### src/design/asm_pkg.sv
`default_nettype none
package asm_pkg;

    localparam int TILE_BITS        = 6;
    localparam int TILE_SIDE        = 1 << TILE_BITS;
    localparam int TEXEL_AW         = 2 * TILE_BITS;
    localparam int SHADE_AW         = 8;
    localparam int SHADE_ENTRIES    = 1 << SHADE_AW;
    localparam int FIX_FRAC         = 16;
    localparam int BURST_PIXELS_DEF = 64;
    localparam int CMD_DEPTH        = 2;
    localparam int OUT_DEPTH        = 4;
    localparam int OUT_CW           = $clog2(OUT_DEPTH + 1);

    localparam logic [10:0] MAX_SPAN = 11'd1024;

    typedef enum logic [1:0] {
        ACT_TEXEL = 2'd0,
        ACT_SHADE = 2'd1,
        ACT_SPAN  = 2'd2,
        ACT_CONT  = 2'd3
    } t_action;

    localparam logic [1:0] CFG_WINDOW_LEFT = 2'd0;
    localparam logic [1:0] CFG_WINDOW_TOP  = 2'd1;
    localparam logic [1:0] CFG_LOW_DETAIL  = 2'd2;

    typedef struct packed {
        logic [9:0] window_left;
        logic [9:0] window_top;
        logic       low_detail;
    } t_cfg;

    typedef struct packed {
        t_action     action;
        logic [11:0] index;
        logic [7:0]  value;
        logic [9:0]  row;
        logic [9:0]  start;
        logic [10:0] count;
        logic [31:0] u;
        logic [31:0] v;
        logic [31:0] du;
        logic [31:0] dv;
        logic        flat;
    } t_cmd;

    typedef struct packed {
        logic [10:0] column;
        logic [10:0] row;
        logic [7:0]  color;
        logic        pair;
        logic        last;
        logic        done;
    } t_pix;

endpackage
`default_nettype wire

### src/design/asm_front.sv
`default_nettype none
module asm_front
    import asm_pkg::*;
(
    input  wire logic               i_push,
    input  wire logic               i_q_full,
    input  wire logic [1:0]         i_action,
    input  wire logic [11:0]        i_table_index,
    input  wire logic [7:0]         i_table_value,
    input  wire logic [9:0]         i_span_row,
    input  wire logic [9:0]         i_span_start,
    input  wire logic [10:0]        i_pixel_count,
    input  wire logic signed [31:0] i_u_start,
    input  wire logic signed [31:0] i_v_start,
    input  wire logic signed [31:0] i_u_step,
    input  wire logic signed [31:0] i_v_step,
    input  wire logic               i_flat_fill,
    output logic                    o_cmd_push,
    output t_cmd                    o_cmd
);

    t_action act;
    logic    keep;

    assign act = t_action'(i_action);

    // drop shade loads that fall outside the table; they are still accepted
    always_comb begin
        case (act)
            ACT_SHADE: keep = (i_table_index[11:SHADE_AW] == '0);
            default:   keep = 1'b1;
        endcase
    end

    assign o_cmd_push = i_push && !i_q_full && keep;

    always_comb begin
        o_cmd.action = act;
        o_cmd.index  = i_table_index;
        o_cmd.value  = i_table_value;
        o_cmd.row    = i_span_row;
        o_cmd.start  = i_span_start;
        o_cmd.count  = (i_pixel_count > MAX_SPAN) ? MAX_SPAN : i_pixel_count;
        o_cmd.u      = i_u_start;
        o_cmd.v      = i_v_start;
        o_cmd.du     = i_u_step;
        o_cmd.dv     = i_v_step;
        o_cmd.flat   = i_flat_fill;
    end

endmodule
`default_nettype wire

### config.mk
export PLATFORM = sky130hd
export DESIGN_NAME = asm_front
export DESIGN_NICKNAME = d
export VERILOG_FILES = /design/src/design/asm_pkg.sv /design/src/design/asm_front.sv
export SDC_FILE = /design/constraint.sdc
export NUM_CORES = 1
export LEC_CHECK = 0
export BUFFER_PORTS_ARGS = -buffer_cell sky130_fd_sc_hd__buf_2
export CAP_MARGIN = 20
export CORE_AREA = 2 2 142 144
export DETAILED_ROUTE_END_ITERATION = 8
export DIE_AREA = 0 0 144 146
export PLACE_DENSITY = 0.33
export SYNTH_ARGS = -nofsm -noshare
export SYNTH_HDL_FRONTEND = slang
export SYNTH_SLANG_ARGS = --single-unit
### constraint.sdc
create_clock -name vclk -period 1.1
set_input_delay 0.055 -clock vclk [all_inputs]
set_output_delay 0.055 -clock vclk [all_outputs]
set_load 0.03 [all_outputs]
==> out/qor.txt <==
Outcome: finished, violations left
Failing checks: negative setup slack
Final instance area: 650.6 sq um
Die ar.: 0.02102 sq mm
Final Core Density: 3.365%
Sequential area share after synthesis: 0%
# DRC: 0
Setup bufs post-CTS: 0
Mapped Cells: 187
Total Neg Setup Slack: -0.02736 ns
Most used cell, CP: buf_6
Cell Pwr Density: 293.4 mW/mm^2
CP Capture Type: output port
Syn Std Cell Area: 0.001378 sq mm
Non-filler cells, final: 317
Via count: 486
Global-route wire length before repair: 4871 um
WP data required: 1.04 ns
Hold WC Path Type: in2out
Final setup viols: 1
Maxcap violations: 0
Initial antenna violation count: 0
WL/cell: 12.69 um
CTS resizes: 5
Initial Util: 7.125%
Crit path time final: 1.127 ns
# IOs: 367
Crit-path max FO: 2
Site Rows: 51
Family with the most delay on the worst path: simple AND/OR/NAND/NOR gates
Antenna Cells: 0
Max incr delay on CP: 0.54 ns
Vias in the first global route: 575
Routed Wire Length: 4022 um
Hold Vio Cnt, Final: 0
Drt initial violations: 24
Mapped Nets: 371
Peak VDD IR: 0.07733 mV
Hold depth: 0
Syn-to-layout area delta: -52.77%
FFs & Latches: 0
Startpoint Class: input port
Worst setup path class: in2out
Total Routing Usage GR: 3.288%
Post-synth cell types: 6
Drt via density: 1.533
Register Area: 0 sq um
PnR worst setup slack: -0.02736 ns
Placed cell area: 628.1 sq um
Share of cells above drive strength 1: 76.92%
Final period utilization: 102.5%
Largest net degree at the start of global routing: 12
GR Overflow Total: 0
Avg Cell Area, Syn: 7.367 sq um
Cells after DPL: 317
Die Y: 146 um
Nets: 238
Levels on crit path: 4
YS warnings: 0
Arrival time worst endpoint: 1.07 ns
CLK BUF: 0
Worst-path cell with the longest stage delay: or4_4
Final Max Tran Viols: 0
Fmax: 0.8870 GHz
RSZ-0062 raised after global routing: true
DP Wirelength: 3395 um
Post-Place Setup Slack: -0.1370 ns
Post-route ant nets: 0
Routability cong.: 0.6614
Hold_buf cts: 0
Die X: 144 um
Core area: 0.01933 sq mm
Pleak: 0.2038 nW
Cell-by-cell trace of the critical path: buf_6 > or4_4 > a311oi_4 > buf_6
Input/output buffers: 37
DR pass1 iterations: 4
Slew @ Worst Pin: 0.2143 ns
CP Buf/Inv Count: 2
Rel. slew slack: 85.71%
-- cells by family (layout without fill, tap and decap cells) --
group                  Yosys count  after routing  share of synthesized area [%]
AO/OA/AOI/OAI                    1              1                         0.6359
buffers and inverters          175             40                          94.28
AND/OR/NAND/NOR                 11             11                          5.086
-- cell type report --
type | count | area [sq um]
fillers | 2299 | 18680
inverters | 2 | 7.507
multi-input cells | 12 | 100.1
well taps | 265 | 331.6
repair buffers | 38 | 211.5
-- where the power goes --
| part | internal, W | switching, W | total [W] |
|---|---|---|---|
| clock network | 0 | 0 | 0 |
| logic | 0.0000701 | 0.000121 | 0.000191 |
| registers | 0 | 0 | 0 |
| total | 0.0000701 | 0.000121 | 0.000191 |
-- cell usage in the layout, fill, tap and decap left out, drive strengths merged --
cell    instances
a311oi          1
inv             2
nor2b          10
or4             1
buf            38
-- routing by layer --
| layer | track usage [%] | vias to the layer above | wire length, um |
|---|---|---|---|
| met2 | 2.238 | 144 | 1082 |
| met5 | 0 | - | 0 |
| met1 | 2.513 | 135 | 932 |
| met3 | 4.245 | 86 | 1209 |
| met4 | 6.618 | 0 | 799 |
| li1 | - | 121 | - |
-- metrics by stage --
stage	hold slack, ns	total power [W]
floorplan	0.1587	0.001240
global placement	0.1102	0.0001813
detailed placement	0.1102	0.0001806
CTS	0.1102	0.0001893
global route	0.1100	0.0001975
finish	0.1100	0.0001909
-- worst paths after layout --
path | start | endpoint | slack (ns)
min | i_u_start[19] | o_cmd[116] | 0.11
max | i_table_index[9] | o_cmd_push | -0.03
-- synth_stat cells --
| library cell | instances | area [sq um] |
|---|---|---|
| or4_1 | 1 | 7.510 |
| a311oi_1 | 1 | 8.760 |
| buf_4 | 171 | 1284 |
| inv_1 | 2 | 7.510 |
| clkbuf_1 | 2 | 7.510 |
| nor2b_1 | 10 | 62.56 |
Note: power is estimated with default switching activity, not from simulation.
