## config.mk

```make
export PLATFORM = sky130hd
export DESIGN_NAME = asm_fifo
export DESIGN_NICKNAME = d
export VERILOG_FILES = /design/src/design/asm_fifo.sv
export SDC_FILE = /design/constraint.sdc
export NUM_CORES = 1
export LEC_CHECK = 0
export BUFFER_PORTS_ARGS = -buffer_cell sky130_fd_sc_hd__buf_2
export CORE_MARGIN = 4
export CORE_UTILIZATION = 45
export CTS_CLUSTER_DIAMETER = 100
export DETAILED_ROUTE_END_ITERATION = 6
export PLACE_DENSITY = 0.71
export SETUP_SLACK_MARGIN = 0.5
export SLEW_MARGIN = 20
export SYNTH_ARGS = -nofsm -noshare
export SYNTH_HDL_FRONTEND = slang
export SYNTH_SLANG_ARGS = --single-unit
export TNS_END_PERCENT = 1
```

## constraint.sdc

```tcl
create_clock -name i_clk -period 3.3 [get_ports i_clk]
set_input_delay 0.66 -clock i_clk [delete_from_list [all_inputs] [get_ports i_clk]]
set_output_delay 0.66 -clock i_clk [all_outputs]
set_load 0.05 [all_outputs]
```

## src/design/asm_fifo.sv

```systemverilog
`default_nettype none
module asm_fifo #(
    parameter int WIDTH = 8,
    parameter int DEPTH = 2
) (
    input  wire logic                       i_clk,
    input  wire logic                       i_rst_n,
    input  wire logic                       i_push,
    input  wire logic [WIDTH-1:0]           i_wr_data,
    output logic                            o_full,
    input  wire logic                       i_pop,
    output logic [WIDTH-1:0]                o_rd_data,
    output logic                            o_empty,
    output logic [$clog2(DEPTH+1)-1:0]      o_count
);

    localparam int AW = (DEPTH > 1) ? $clog2(DEPTH) : 1;
    localparam int CW = $clog2(DEPTH + 1);

    logic [WIDTH-1:0] r_mem [DEPTH];
    logic [AW-1:0]    r_wr_ptr;
    logic [AW-1:0]    r_rd_ptr;
    logic [CW-1:0]    r_count;
    logic             wr_en;
    logic             rd_en;

    assign o_full    = (r_count == CW'(DEPTH));
    assign o_empty   = (r_count == '0);
    assign o_count   = r_count;
    assign o_rd_data = r_mem[r_rd_ptr];
    assign wr_en     = i_push && !o_full;
    assign rd_en     = i_pop && !o_empty;

    always_ff @(posedge i_clk) begin
        if (wr_en) begin
            r_mem[r_wr_ptr] <= i_wr_data;
        end
    end

    always_ff @(posedge i_clk) begin
        if (!i_rst_n) begin
            r_wr_ptr <= '0;
            r_rd_ptr <= '0;
            r_count  <= '0;
        end else begin
            if (wr_en) begin
                r_wr_ptr <= (r_wr_ptr == AW'(DEPTH - 1)) ? '0 : r_wr_ptr + 1'b1;
            end
            if (rd_en) begin
                r_rd_ptr <= (r_rd_ptr == AW'(DEPTH - 1)) ? '0 : r_rd_ptr + 1'b1;
            end
            case ({wr_en, rd_en})
                2'b10:   r_count <= r_count + 1'b1;
                2'b01:   r_count <= r_count - 1'b1;
                default: r_count <= r_count;
            endcase
        end
    end

endmodule
`default_nettype wire

```

==> key figures, run 1 <==
Yosys
  • Syn avg cell area: between 15 and 20 sq um
  • Syn Inst Count: 51
  • Syn_nets: between 60 and 70
  • Post-Syn Area: 811 sq um
  • Seq/Total Area, Yosys: 71.6%
  • Mux share of post-synthesis cell area: 11.1%
  • Synth Area in Compound Gates: 4.01%
  • Synth Area in XOR/XNOR: about 3.2%
  • Post-Synth Adder-Cell Area: ~1.5%
  • Synth unique cells: 18
  • Yosys warnings: 0
  • Yosys reg bits: 21
  • Synth top area cells: edfxtp_1 59%, dfxtp_1 12%, mux2_2 11%
  • Cell taking the most area after synthesis: edfxtp_1
  • Simple-gate portion of the synthesized area: ~6.6%
  • Main combinational cell family by area after synthesis: multiplexers
  • Post-synth top area share: between 50 and 60%

Global routing
  • Global route hottest layer: met2
  • M2 GR Usage: 22.2%
  • Vias in the first global route: approximately 500
  • Initial antenna violation count: 0
  • Met1 Use GR: approximately 12%
  • M3 GR Usage: approximately 3.9%
  • Pin count of the biggest net entering global routing: 13
  • Total track usage: 12.1%
  • First-pass GRT wire length: between 2000 and 2500 um
  • Congestion Overflow GR: 0

Floorplan
  • Initial Utilization: a little under half
  • Row Count: 15
  • Die footprint: roughly 2500 sq um
  • Area of the core: between 1500 and 2000 sq um
  • Io pins: 24
  • Die H: 50.4 um
  • Die Width: 50.4 um

Route
  • DR vias: between 400 and 500
  • Vias/cell: ~4.8
  • Avg WL per Cell: 13.8 um
  • Drt pass-1 iters: 2
  • Detailed-route wire length: 1410 um
  • Post-route ant nets: 0
  • Residual DRC count: 0
  • Initial DRC Count: 3

Cells and area
  • Antenna Cells: 0
  • Filler instances: around 150
  • # nets final: 91
  • Layout area overhead: 21.0%
  • Layout cells sized above 1: between 40% and 50%

Worst setup path
  • Crit-path cells: mux2_2, buf_2
  • Critical Path RT: about 2.6 ns
  • CP arrival: approximately 1.4 ns
  • CP peak stage delay: 0.53 ns
  • CP Launch Type: register
  • Critical path class: register to primary output
  • Crit-path slowest cell: dfxtp_1
  • Crit Path Max Fanout: 8
  • Crit. End Element: primary output

Placed design
  • Hpwl dp: approximately 1000 um
  • I/O Buffers: 23
  • Pre-CTS setup slack: about 1.5 ns
  • Gpl congestion: 0.654

Timing
  • Crit path time final: 2.07 ns
  • Tcrit/Tclk final: a little over three fifths
  • Slew @ Worst Pin: between 0.3 and 0.4 ns
  • Worst rel slew slack: 73.7%
  • Fin. Hold Viols: 0
  • Final TNS setup: 0 ns
  • Fmax: between 400 and 500 MHz
  • Worst Skew: 0.00411 ns
  • Slew Viols, Final: 0
  • RSZ-0062 raised after global routing: false
  • Final setup viols: 0
  • Setup slack after layout: about 1.2 ns

Power and ir drop
  • Worst vdd ir: 0.000563 V
  • P_sw: roughly 420 uW
  • Sw frac: approximately 45%
  • Cell Int Power: between 500 and 600 uW
  • Pwr dens: ~950 nW/um^2
  • Reg power frac: roughly two fifths
  • Logic pwr share: 46.1%
  • P_leak: just under 0.4 nW
  • Clock network fraction of total power: 13.1%

Status
  • Status: finished clean

Clock network
  • Post-CTS Resized: 0
  • CTS buffer count: 3
  • Setup Buffers After CTS: 0
  • Latest clock arrival within the worst-skew pair: ~0.30 ns
  • CTS tree: done
  • Hold Buf Count CTS: 0
  • H-tree depth: 1
  • Clock transition at path regs: ~0.12 ns
  • CTS sink cnt: 21
  • Root buf cell: clkbuf_4
  • Clock buffer depth: 2

Min path
  • Hold crit path type: register to register

Flow run
  • Max Cap Viol: 0
## sequential cells by signal (all words and copies together) (netlist names), named ones only
register,flops
r_rd_ptr,1
o_count,2
r_mem,16
r_wr_ptr,1
## kinds of logic (layout without fill, tap and decap cells)
kind of cell / Yosys count / count (layout)
AOI/OAI and AO/OA: 5 / 5
xor gates and xnor gates: 3 / 3
adders and majority gates: 1 / 1
buffers and inverters: 4 / 30
DFF: 21 / 21
muxes: 8 / 8
and+or+nand+nor: 9 / 9
## path summary, 6_finish.rpt
check | from | slack, ns | end | depth (start not counted)
setup / recovery | register | 1.23 | o_rd_data[0] | 2
hold / removal | r_wr_ptr | 0.50 | r_wr_ptr | 2
setup reg to reg | o_count[0] | 1.69 | o_count[1] | 5
hold reg to reg | r_wr_ptr | 0.50 | r_wr_ptr | 2
## critical path: cells and delay by family (launching register included)
family	cells	cell delay, ns
buffers and inverters	1	0.21
DFF	1	0.53
muxes	1	0.38
## through the flow
step / cells / total power, mW / hold WS (ns) / util [%] / cell area (sq um)
after detailed placement: 98 / 0.823 / 0.483 / 55.8 / 953
after floorplan: 51 / 0.733 / 0.457 / - / 811
after CTS: 102 / 0.943 / 0.502 / 57.4 / 981
final: 102 / 0.934 / 0.502 / 57.4 / 981
after global placement: 98 / 0.813 / 0.476 / 55.8 / 953
after global routing: 102 / 0.985 / 0.523 / 57.4 / 981
## layout make-up
class | count | area [sq um] | share of cell area [%]
well taps | 25 | 31.3 | 3.19
inverters | 3 | 11.3 | 1.15
clock inverters | 1 | 5.00 | 0.510
clock buffers | 3 | 22.5 | 2.30
repair buffers | 23 | 115 | 11.7
multi-input cells | 26 | 215 | 21.9
flip-flops and latches | 21 | 581 | 59.2
## synth_stat cells (all sizes together)
| master | n |
|---|---|
| nand2 | 1 |
| nor2b | 2 |
| mux2 | 8 |
| and3 | 1 |
| edfxtp | 16 |
| ha | 1 |
| o21ai | 2 |
| xnor2 | 3 |
| nor2 | 1 |
| and2 | 1 |
| o21a | 1 |
| dfxtp | 5 |
| inv | 3 |
| clkbuf | 1 |
| or3 | 2 |
| a21boi | 2 |
| nand2b | 1 |
## per-layer routing
layer / wire length (um) / vias up
met2: 733 / 16
met4: 18 / 0
met1: 550 / 233
li1: - / 239
met3: 109 / 2
met5: 0 / -
## cell usage in the layout (no fill, tap or decap), types with 2 or more instances in the layout
cell type  netlist  layout
a21boi_1         2       2
buf_2            0      23
clkbuf_4         0       3
dfxtp_1          5       5
edfxtp_1        16      16
inv_1            2       2
mux2_2           8       8
nor2b_1          2       2
o21ai_0          2       2
or3_1            2       2
xnor2_1          3       3
## power by group through the flow
stage                     Sequential [mW]  Clock [mW]  Combinational [mW]
after floorplan                     0.409           0               0.324
after global placement              0.387           0               0.426
after detailed placement            0.388           0               0.435
after CTS                           0.383       0.125               0.436
after global routing                0.389       0.138               0.458
final                               0.381       0.123               0.431
No activity file was read; power rests on OpenSTA's default activity.
==> run 2: changes to the inputs <==
Clock period 3.3 ns to 1.91 ns, I/O delays scaled along.
==> run 2 against run 1 <==
Effect of this change: count of clock-buffer cells in the layout stayed put; utilization is 7.3 points higher; cell area is 13% higher; critical path type unchanged.
==> key figures, run 2 (synthesis results as in run 1) <==
Status
  • Status: finished clean

Timing
  • Setup slack after layout: 0.296 ns
  • Fin. Hold Viols: 0
  • Worst rel slew slack: roughly three quarters
  • Worst Skew: approximately 0.0014 ns
  • Fmax: approximately 620 MHz
  • Final setup viols: 0
  • Tcrit/Tclk final: between 80 and 90%
  • Final TNS setup: 0 ns
  • Slew Viols, Final: 0
  • Slew @ Worst Pin: roughly 0.38 ns
  • Crit path time final: about 1.6 ns
  • RSZ-0062 raised after global routing: true

Placed design
  • Placed instance area: around 990 sq um
  • I/O Buffers: 23
  • Hpwl dp: ~970 um
  • Pre-CTS setup slack: approximately 0.42 ns
  • Gpl congestion: slightly below 0.7

Clock network
  • CTS buffer count: 3
  • CTS sink cnt: 21
  • Clock buffer depth: 2
  • Clock transition at path regs: 0.11 ns
  • CTS tree: done
  • Latest clock arrival within the worst-skew pair: roughly 0.29 ns
  • Setup Buffers After CTS: 0
  • H-tree depth: 1
  • Root buf cell: clkbuf_4

Cells and area
  • Design area: roughly 1100 sq um
  • Layout area overhead: 36.3%
  • Most frequent cells in the layout: 16 x edfxtp_1, 15 x buf_2, 8 x mux2_4, 8 x buf_6
  • # nets final: between 90 and 100
  • Reg with most FFs: r_mem
  • Antenna Cells: 0
  • Layout cells sized above 1: 58.4%
  • Max reg flops: 16
  • Commonest non-fill, non-tap cell in the layout: edfxtp_1
  • Filler instances: between 100 and 150

Power and ir drop
  • Reg power frac: 38.5%
  • Sw frac: a little over two fifths
  • P_sw: between 700 and 800 uW
  • Pwr dens: 1640 nW/um^2
  • Worst vdd ir: 0.00124 V
  • Clock network fraction of total power: 11.3%
  • Logic pwr share: between 50% and 60%
  • P_leak: around 0.44 nW
  • Power Total: 1.81 mW
  • Cell Int Power: between 1 and 1.5 mW

Route
  • Residual DRC count: 0
  • DR vias: 477
  • Drt pass-1 iters: 4
  • Post-route ant nets: 0
  • Detailed-route wire length: 1390 um
  • Vias/cell: 4.68
  • Initial DRC Count: 2
  • Avg WL per Cell: 13.6 um

Worst setup path
  • Critical Path RT: between 1.5 and 2 ns
  • Crit Path Max Fanout: 8
  • CP Launch Type: register
  • Critical path class: register to primary output
  • Setup slack, reg-to-reg: approximately 0.49 ns
  • Crit. End Element: primary output
  • CP arrival: approximately 1.2 ns

Flow run
  • Max Cap Viol: 0

Global routing
  • First-pass GRT wire length: ~2200 um
  • Pin count of the biggest net entering global routing: 13
  • Total track usage: approximately 12%
  • Initial antenna violation count: 0
  • Congestion Overflow GR: 0
  • Vias in the first global route: ~500

Floorplan
  • Row Count: 15
  • Io pins: 24
  • Die H: between 50 and 60 um
  • Area of the core: 1710 sq um
  • Initial Utilization: approximately 47%
  • Die Width: a little over 50 um
  • Die footprint: approximately 2500 sq um

Min path
  • Hold crit path type: input port to register
run 2: cell counts in the layout (fill, tap and decap cells not counted):
Identical to the previous run, type by type.
run 2: cell type report:
type                       instances  area (sq um)  share of cell area, %
multi-input combinational         26           273                   24.7
clock buffer                       3          22.5                   2.04
sequential                        21           592                   53.6
inverter                           3          16.3                   1.47
clock inverter                     1          5.00                  0.453
tap                               25          31.3                   2.83
timing repair buffer              23           165                   14.9
run 2: path summary, 6_finish.rpt:
check	start	endpoint	cells after the start
min	i_wr_data[7]	r_mem[0][7]	1
max reg2reg	o_count[1]	o_count[1]	4
max	register	o_rd_data[3]	2
min reg2reg	r_wr_ptr	r_wr_ptr	2
run 2: repair_timing:
action,CTS,global route
resized for setup,26,0
endpoints found under the setup margin,11,11
hold buffers,0,0
run 2: per-stage QoR:
step | hold slack, ns | std cells | util, %
global placement | 0.473 | 98 | 58.2
CTS | 0.257 | 102 | 64.7
finish | 0.267 | 102 | 64.7
floorplan | 0.461 | 51 | -
global route | 0.242 | 102 | 64.7
detailed placement | 0.485 | 98 | 58.2
run 2: metal layers:
metal	vias up	track usage, %	share of wire, %
met5	-	0	0
met4	0	6.73	1.9
met3	4	2.97	4.2
met2	12	22.6	56
met1	222	13.1	38
li1	239	-	-
run 2: worst max-delay path, stage by stage, from the launching register on:
cell and delay, ns:
dfxtp_4 0.45, mux2_4 0.33, buf_6 0.15
run 2: power by group through the flow:
stage | Sequential [mW] | Clock, mW | Combinational (mW)
floorplan | 0.728 | 0 | 0.603
global placement | 0.687 | 0 | 0.785
finish | 0.698 | 0.204 | 0.910
global route | 0.712 | 0.236 | 0.962
CTS | 0.697 | 0.212 | 0.916
detailed placement | 0.689 | 0 | 0.795
